[src/rtl/fmmq_pkg.sv]
// ============================================================================
// fmmq_pkg
// Shared types, codes and constants of the min/max query FIFO.
// ============================================================================
`default_nettype none

package fmmq_pkg;

  localparam int unsigned FMMQ_DEPTH = 32;

  typedef logic signed [7:0] val_t;

  localparam val_t EMPTY_MARK = 8'sd45;

  localparam logic OP_PUSH = 1'b0;
  localparam logic OP_POP  = 1'b1;

  localparam logic [1:0] ST_DONE      = 2'd0;
  localparam logic [1:0] ST_UNDERFLOW = 2'd1;
  localparam logic [1:0] ST_OVERFLOW  = 2'd2;

  typedef struct packed {
    logic apply;
    logic scan;
    logic load;
  } fmmq_cmd_t;

  typedef struct packed {
    logic scan_done;
    logic out_free;
  } fmmq_sts_t;

endpackage

`default_nettype wire

[src/rtl/fmmq_if.sv]
// ============================================================================
// fmmq_if
// Request and response channels of the min/max query FIFO.
// ============================================================================
`default_nettype none

interface fmmq_req_if
  import fmmq_pkg::*;
();
  logic valid;
  logic ready;
  logic op;
  val_t push_value;

  modport source (output valid, output op, output push_value, input ready);
  modport sink   (input valid, input op, input push_value, output ready);
endinterface

interface fmmq_rsp_if
  import fmmq_pkg::*;
();
  logic       valid;
  logic       ready;
  logic [1:0] status;
  logic [5:0] entry_count;
  logic       is_empty;
  val_t       min_value;
  val_t       max_value;

  modport source (output valid, output status, output entry_count, output is_empty,
                  output min_value, output max_value, input ready);
  modport sink   (input valid, input status, input entry_count, input is_empty,
                  input min_value, input max_value, output ready);
endinterface

`default_nettype wire

[src/rtl/fmmq_ctrl.sv]
// ============================================================================
// fmmq_ctrl
// Controller that sequences request intake, the min/max scan and the result load.
// ============================================================================
`default_nettype none

module fmmq_ctrl
  import fmmq_pkg::*;
(
  input  wire logic      clk_i,
  input  wire logic      rst_ni,
  input  wire logic      in_valid_i,
  output logic           in_ready_o,
  input  wire fmmq_sts_t sts_i,
  output fmmq_cmd_t      cmd_o
);

  localparam logic StIdle = 1'b0;
  localparam logic StScan = 1'b1;

  logic state_q, state_d;

  always_comb begin
    state_d    = state_q;
    in_ready_o = 1'b0;
    cmd_o      = '0;
    unique case (state_q)
      StIdle: begin
        in_ready_o = 1'b1;
        if (in_valid_i) begin
          cmd_o.apply = 1'b1;
          state_d     = StScan;
        end
      end
      StScan: begin
        cmd_o.scan = 1'b1;
        if (sts_i.scan_done && sts_i.out_free) begin
          cmd_o.load = 1'b1;
          state_d    = StIdle;
        end
      end
      default: state_d = StIdle;
    endcase
  end

  always_ff @(posedge clk_i or negedge rst_ni) begin
    if (!rst_ni) begin
      state_q <= StIdle;
    end else begin
      state_q <= state_d;
    end
  end

endmodule

`default_nettype wire

[src/rtl/fmmq_dp.sv]
// ============================================================================
// fmmq_dp
// Datapath: ring buffer storage, pointers, min/max scan and result register.
// ============================================================================
`default_nettype none

module fmmq_dp
  import fmmq_pkg::*;
#(
  parameter int unsigned DEPTH = FMMQ_DEPTH
) (
  input  wire logic      clk_i,
  input  wire logic      rst_ni,
  input  wire fmmq_cmd_t cmd_i,
  output fmmq_sts_t      sts_o,
  input  wire logic      op_i,
  input  wire val_t      push_value_i,
  output logic           out_valid_o,
  input  wire logic      out_ready_i,
  output logic [1:0]     status_o,
  output logic [5:0]     entry_count_o,
  output logic           is_empty_o,
  output val_t           min_value_o,
  output val_t           max_value_o
);

  localparam int unsigned IW = $clog2(DEPTH);
  localparam int unsigned CW = $clog2(DEPTH + 1);
  localparam logic [IW-1:0] LAST_IDX = IW'(DEPTH - 1);
  localparam logic [CW-1:0] FULL_CNT = CW'(DEPTH);

  val_t mem [DEPTH];

  logic [IW-1:0] head_q, tail_q, scan_idx_q;
  logic [CW-1:0] cnt_q, iss_cnt_q;
  logic [1:0]    st_q;
  logic          rd_vld_q, first_q;
  val_t          rd_data_q, min_q, max_q;
  logic          out_valid_q;

  logic          do_push, do_pop, issue;
  logic [IW-1:0] head_d, tail_d;
  logic [CW-1:0] cnt_d;
  logic [1:0]    st_d;

  function automatic logic [IW-1:0] next_idx(input logic [IW-1:0] i);
    return (i == LAST_IDX) ? '0 : i + 1'b1;
  endfunction

  always_comb begin
    do_push = (op_i == OP_PUSH) && (cnt_q != FULL_CNT);
    do_pop  = (op_i == OP_POP) && (cnt_q != '0);
    head_d  = do_pop ? next_idx(head_q) : head_q;
    tail_d  = do_push ? next_idx(tail_q) : tail_q;
    if (do_push) begin
      cnt_d = cnt_q + 1'b1;
    end else if (do_pop) begin
      cnt_d = cnt_q - 1'b1;
    end else begin
      cnt_d = cnt_q;
    end
    if (op_i == OP_PUSH) begin
      st_d = do_push ? ST_DONE : ST_OVERFLOW;
    end else begin
      st_d = do_pop ? ST_DONE : ST_UNDERFLOW;
    end
  end

  assign issue           = cmd_i.scan && (iss_cnt_q != cnt_q);
  assign sts_o.scan_done = (iss_cnt_q == cnt_q) && !rd_vld_q;
  assign sts_o.out_free  = !out_valid_q || out_ready_i;

  always_ff @(posedge clk_i) begin
    if (cmd_i.apply && do_push) begin
      mem[tail_q] <= push_value_i;
    end
    rd_data_q <= mem[scan_idx_q];
  end

  always_ff @(posedge clk_i or negedge rst_ni) begin
    if (!rst_ni) begin
      head_q      <= '0;
      tail_q      <= '0;
      cnt_q       <= '0;
      scan_idx_q  <= '0;
      iss_cnt_q   <= '0;
      rd_vld_q    <= 1'b0;
      first_q     <= 1'b1;
      out_valid_q <= 1'b0;
    end else begin
      rd_vld_q <= issue;
      if (cmd_i.apply) begin
        head_q     <= head_d;
        tail_q     <= tail_d;
        cnt_q      <= cnt_d;
        scan_idx_q <= head_d;
        iss_cnt_q  <= '0;
        first_q    <= 1'b1;
      end else if (issue) begin
        scan_idx_q <= next_idx(scan_idx_q);
        iss_cnt_q  <= iss_cnt_q + 1'b1;
      end
      if (rd_vld_q) begin
        first_q <= 1'b0;
      end
      if (cmd_i.load) begin
        out_valid_q <= 1'b1;
      end else if (out_ready_i) begin
        out_valid_q <= 1'b0;
      end
    end
  end

  always_ff @(posedge clk_i) begin
    if (cmd_i.apply) begin
      st_q <= st_d;
    end
    if (rd_vld_q) begin
      if (first_q || (rd_data_q < min_q)) begin
        min_q <= rd_data_q;
      end
      if (first_q || (rd_data_q > max_q)) begin
        max_q <= rd_data_q;
      end
    end
    if (cmd_i.load) begin
      status_o      <= st_q;
      entry_count_o <= 6'(cnt_q);
      is_empty_o    <= (cnt_q == '0);
      min_value_o   <= (cnt_q == '0) ? EMPTY_MARK : min_q;
      max_value_o   <= (cnt_q == '0) ? EMPTY_MARK : max_q;
    end
  end

  assign out_valid_o = out_valid_q;

endmodule

`default_nettype wire

[src/rtl/fifo_with_min_max_query.sv]
// ============================================================================
// fifo_with_min_max_query
// FIFO of signed 8-bit values that reports the minimum and maximum it holds.
// ============================================================================
// Each request transfer on req_i is a push of push_value at the tail or a pop
// from the head. Each request produces exactly one response transfer on rsp_o
// carrying a status, the entry count, an empty flag and the minimum and
// maximum over the held entries, which read as 45 when the FIFO is empty.
// A pop on an empty FIFO reports underflow; a push to a full FIFO is dropped
// and reports overflow.
// After a request is accepted, the held entries are rescanned one per cycle
// through the single read port of the storage array. When the scan is done
// and the output register is free, the response is loaded into it and the
// next request can then be accepted.
// The response is held in an output register, so a new request is accepted
// while an earlier response still waits; if the receiver stalls, the next
// scan finishes and then waits until the output register is free.
// Reset empties the FIFO and drops any pending response; storage contents are
// not cleared, since only entries written by a push are ever read.
// ============================================================================
`default_nettype none

module fifo_with_min_max_query
  import fmmq_pkg::*;
#(
  parameter int unsigned DEPTH = FMMQ_DEPTH
) (
  input  wire logic clk_i,
  input  wire logic rst_ni,
  fmmq_req_if.sink  req_i,
  fmmq_rsp_if.source rsp_o
);

  fmmq_cmd_t cmd;
  fmmq_sts_t sts;

  fmmq_ctrl u_ctrl (
    .clk_i      (clk_i),
    .rst_ni     (rst_ni),
    .in_valid_i (req_i.valid),
    .in_ready_o (req_i.ready),
    .sts_i      (sts),
    .cmd_o      (cmd)
  );

  fmmq_dp #(
    .DEPTH (DEPTH)
  ) u_dp (
    .clk_i         (clk_i),
    .rst_ni        (rst_ni),
    .cmd_i         (cmd),
    .sts_o         (sts),
    .op_i          (req_i.op),
    .push_value_i  (req_i.push_value),
    .out_valid_o   (rsp_o.valid),
    .out_ready_i   (rsp_o.ready),
    .status_o      (rsp_o.status),
    .entry_count_o (rsp_o.entry_count),
    .is_empty_o    (rsp_o.is_empty),
    .min_value_o   (rsp_o.min_value),
    .max_value_o   (rsp_o.max_value)
  );

endmodule

`default_nettype wire
[src/flat_wrapper.sv]
// flat-port wrapper written by rule: the top's interface ports become plain ports
module fifo_with_min_max_query_flat import fmmq_pkg::*;
#(
  parameter int unsigned DEPTH = FMMQ_DEPTH
)
  (clk_i, rst_ni, req_i_valid, req_i_op, req_i_push_value, req_i_ready, rsp_o_valid, rsp_o_status, rsp_o_entry_count, rsp_o_is_empty, rsp_o_min_value, rsp_o_max_value, rsp_o_ready);
  fmmq_req_if req_i_i ();
  fmmq_rsp_if rsp_o_i ();
  input  wire logic clk_i;
  input  wire logic rst_ni;
  input wire logic [$bits(req_i_i.valid)-1:0] req_i_valid;
  input wire logic [$bits(req_i_i.op)-1:0] req_i_op;
  input wire logic [$bits(req_i_i.push_value)-1:0] req_i_push_value;
  output wire logic [$bits(req_i_i.ready)-1:0] req_i_ready;
  output wire logic [$bits(rsp_o_i.valid)-1:0] rsp_o_valid;
  output wire logic [$bits(rsp_o_i.status)-1:0] rsp_o_status;
  output wire logic [$bits(rsp_o_i.entry_count)-1:0] rsp_o_entry_count;
  output wire logic [$bits(rsp_o_i.is_empty)-1:0] rsp_o_is_empty;
  output wire logic [$bits(rsp_o_i.min_value)-1:0] rsp_o_min_value;
  output wire logic [$bits(rsp_o_i.max_value)-1:0] rsp_o_max_value;
  input wire logic [$bits(rsp_o_i.ready)-1:0] rsp_o_ready;
  assign req_i_i.valid = req_i_valid;
  assign req_i_i.op = req_i_op;
  assign req_i_i.push_value = req_i_push_value;
  assign req_i_ready = req_i_i.ready;
  assign rsp_o_valid = rsp_o_i.valid;
  assign rsp_o_status = rsp_o_i.status;
  assign rsp_o_entry_count = rsp_o_i.entry_count;
  assign rsp_o_is_empty = rsp_o_i.is_empty;
  assign rsp_o_min_value = rsp_o_i.min_value;
  assign rsp_o_max_value = rsp_o_i.max_value;
  assign rsp_o_i.ready = rsp_o_ready;
  fifo_with_min_max_query #(.DEPTH(DEPTH)) u_core (.clk_i(clk_i), .rst_ni(rst_ni), .req_i(req_i_i), .rsp_o(rsp_o_i));
endmodule
[config.mk]
export PLATFORM = sky130hd
export DESIGN_NAME = fifo_with_min_max_query_flat
export DESIGN_NICKNAME = d
export VERILOG_FILES = /design/src/rtl/fmmq_pkg.sv /design/src/rtl/fmmq_if.sv /design/src/rtl/fmmq_ctrl.sv /design/src/rtl/fmmq_dp.sv /design/src/rtl/fifo_with_min_max_query.sv /design/src/flat_wrapper.sv
export SDC_FILE = /design/constraint.sdc
export NUM_CORES = 1
export LEC_CHECK = 0
export BUFFER_PORTS_ARGS = -buffer_cell sky130_fd_sc_hd__buf_2
export CAP_MARGIN = 30
export CORE_MARGIN = 10
export CORE_UTILIZATION = 45
export DETAILED_ROUTE_END_ITERATION = 16
export GPL_TIMING_DRIVEN = 0
export SYNTH_ARGS = -nofsm -noshare
export SYNTH_HDL_FRONTEND = slang
export SYNTH_SLANG_ARGS = --single-unit
[constraint.sdc]
create_clock -name clk_i -period 5.65 [get_ports clk_i]
set_clock_uncertainty 0.15 [all_clocks]
set_input_delay 0 -clock clk_i [delete_from_list [all_inputs] [get_ports clk_i]]
set_output_delay 0 -clock clk_i [all_outputs]
set_load 0.02 [all_outputs]
==> flow_metrics.tcl <==
set metrics [dict create \
    drc 0 \
    yosysWarnings 0 \
    seq_area_frac_synth_pct 71.3 \
    outcome "finished clean" \
    powerDensity_nw_per_um2 483 \
    die_h_microns 196 \
    io_pins 40 \
    maxCapViolations 0 \
    syn_inst 856 \
    die_x_microns 196 \
    crit_slowest_cell "nor2_1" \
    grt_pass1_vias 7679 \
    layout-drive-gt1-share_pct 16.3 \
    p_leak_nw 5.68 \
    track_usage_pct 15.1 \
    ctsResizeCount 0 \
    finalCritPeriodShare_pct 54.4 \
    cpPeakStageDelay_ps 830 \
    cts_tree "built" \
    post-synth-top-area-cell "edfxtp_1" \
    cts_buffers 37 \
    critPathRequiredTime_ps 5630 \
    synth_edf_count 299 \
    core_area_sq_um 30500 \
    syn_avg_cell_area_sq_um 16.2 \
    yosys_register_bits 338 \
    synth_nets 899 \
    diodes 0 \
    stdcell_count 1372 \
    reg2reg_depth 5 \
    relSlewSlack_pct 34.8 \
    start_kind "register" \
    slew_viol_final 0 \
    worst_hold_slack_ps 63.7 \
    antenna_found_initial 0 \
    worst-path-stages 5 \
    hold_viol_final 0 \
    fin_crit_ps 3070 \
    dieArea_sq_um 38300 \
    ys.flop_type "edfxtp_1" \
    drtPass1Iterations 5 \
    rows 64 \
    dp_hpwl_microns 19000 \
    synthMostInstantiatedCell "edfxtp_1" \
    dpl_cell_area_sq_um 14600 \
    wl_per_cell_microns 21.2 \
    rsz0062_at_grt "false" \
    placedCellCount 1292 \
    cp.arrival_ps 3050 \
    async_reset_ff_share_pct 9.17 \
    gr-total-overflow 0 \
    place.gp.congestion 0.839 \
    critPathMaxFanout 10 \
    syn_area_sq_um 13900 \
    clock_latency_ps 510 \
    crit_chain "nor3_2 -> a31o_2 -> nor2_2 -> nand2_1 -> nor2_1" \
    fillers 2477 \
    ant_nets 0 \
    setup.worst_path.class "reg2reg" \
    critPathTopFamily "simple AND/OR/NAND/NOR gates" \
    nNetsFinal 994 \
    avgViaCountPerCell 5.55 \
    endpoint "u_core.u_dp.mem[29][0]$_DFFE_PP_" \
    htree_num_levels 2 \
    hp-class "in2reg" \
    routed_wirelength_microns 29100 \
    syn_to_final_growth_pct 14.4 \
    reg2reg_setup_slack_ps 2580 \
    synth_common_cells "edfxtp_1 (299), mux2i_1 (72), nor2_1 (64)" \
    critPathLaunch "u_core.u_dp.cnt_q[0]$_DFFE_PN0P_" \
    root_buffer "clkbuf_16" \
    synthDistinctLibCells 66 \
    vias 7613 \
    cts_sinks 338 \
    tightest_slew_ps 974 \
    cp.buffers_inverters 0 \
    cts.path.max_buffers 3 \
    start_util_pct 45.6 \
    final.setup.tns_ps 0 \
    numPortBuffers 37 \
    postLayoutCellArea_sq_um 15900 \
    worstSetupEndpointType "register" \
    fmax_ghz 0.326 \
    rr_startpoint "u_core.u_dp.cnt_q[0]$_DFFE_PN0P_" \
    cts.clk_slew.worst_paths_ps 60 \
    r2r-end "u_core.u_dp.mem[29][0]$_DFFE_PP_" \
    grt_pass1_wl_microns 45100 \
    finalSetupViolations 0 \
    grt_max_degree 33 \
    synth_top_area_share_pct 64.6 \
    detail_route.iter0.violations 613 \
    ys_top_cells_by_area "edfxtp_1 (65%), dfrtp_1 (5.4%), mux2i_1 (5.2%)" \
    ir_drop_mv 0.249 \
]
## state kept, by name, summed over array words and instances (netlist names), 2 cells and up
register,flops
u_core.u_dp.max_value_o,8
u_core.u_dp.status_o,2
u_core.u_dp.max_q,8
u_core.u_dp.mem,256
u_core.u_dp.cnt_q,6
u_core.u_dp.st_q,2
u_core.u_dp.min_q,8
u_core.u_dp.entry_count_o,6
u_core.u_dp.rd_data_q,8
u_core.u_dp.head_q,5
u_core.u_dp.scan_idx_q,5
u_core.u_dp.tail_q,5
u_core.u_dp.iss_cnt_q,6
u_core.u_dp.min_value_o,8
## layout by cell type, fill, tap and decap left out, types with 29 or more instances in the layout
cell type / n
a22oi_1: 40
mux2i_1: 72
nand2_1: 42
edfxtp_1: 299
ha_1: 29
mux4_2: 32
dfrtp_1: 30
buf_2: 46
clkbuf_16: 39
nor2_1: 64
## worst min-delay path by stage
stage | from | endpoint | slack, ps | depth (start not counted)
after CTS | rsp_o_ready | u_core.u_dp.out_valid_o$_DFFE_PN0P_ | 40 | 3
after global routing | rsp_o_ready | u_core.u_dp.out_valid_o$_DFFE_PN0P_ | 70 | 3
after global placement | rst_ni | u_core.u_dp.cnt_q[4]$_DFFE_PN0P_ | -30 | 1
after detailed placement | rst_ni | u_core.u_dp.cnt_q[3]$_DFFE_PN0P_ | -20 | 1
final | rsp_o_ready | u_core.u_dp.out_valid_o$_DFFE_PN0P_ | 60 | 3
after floorplan | rst_ni | u_core.u_ctrl.state_q$_DFF_PN0_ | -450 | 0
## worst min-delay path, stage by stage
cell	delay [ps]
dlygate4sd3_1	520
buf_2	110
o32ai_1	60
## routing by layer
metal | vias to the layer above | GRT usage (%) | part of all wire [%]
li1 | 3522 | - | -
met1 | 3852 | 20.4 | 45
met2 | 195 | 24.1 | 47
met3 | 44 | 3.09 | 5.7
met4 | 0 | 4.52 | 2.2
met5 | - | 0 | 0
## layout make-up
cell class / instances / area, sq um / area share (%)
inverters: 28 / 105 / 0.661
repair buffers: 56 / 375 / 2.36
plain buffers: 38 / 193 / 1.21
clock buffers: 48 / 1020 / 6.41
multi-input cells: 452 / 3680 / 23.2
clock inverters: 16 / 114 / 0.716
well taps: 396 / 495 / 3.12
flip-flops and latches: 338 / 9920 / 62.4
## where the power goes
group	total [mW]	internal, mW	switching, mW
registers	3.17	2.99	0.179
clock network	2.25	1.32	0.928
logic	2.27	0.936	1.33
## cell families (layout without fill, tap and decap cells)
| logic type | after synthesis | after routing | synth area share (%) |
|---|---|---|---|
| compound gates | 112 | 112 | 5.69 |
| xor+xnor | 13 | 13 | 0.819 |
| fa+ha+maj | 30 | 30 | 2.75 |
| buf+inv | 66 | 186 | 2.14 |
| simple gates | 193 | 193 | 6.88 |
| flops | 338 | 338 | 71.3 |
| mux | 104 | 104 | 10.4 |
## repair_timing
| item | 4_1_cts | 5_1_grt |
|---|---|---|
| endpoints found under the hold margin | 314 | 0 |
| setup buffers | 0 | 0 |
| hold buffers | 14 | 0 |
## metrics by stage
stage	setup slack, ps	util [%]	total power, mW
floorplan	2840	-	4.81
global placement	2370	47.8	5.44
detailed placement	2550	47.9	5.48
CTS	2540	52.1	7.76
global route	2410	52.1	8.11
finish	2580	52.1	7.69
No activity file was read; power rests on OpenSTA's default activity.
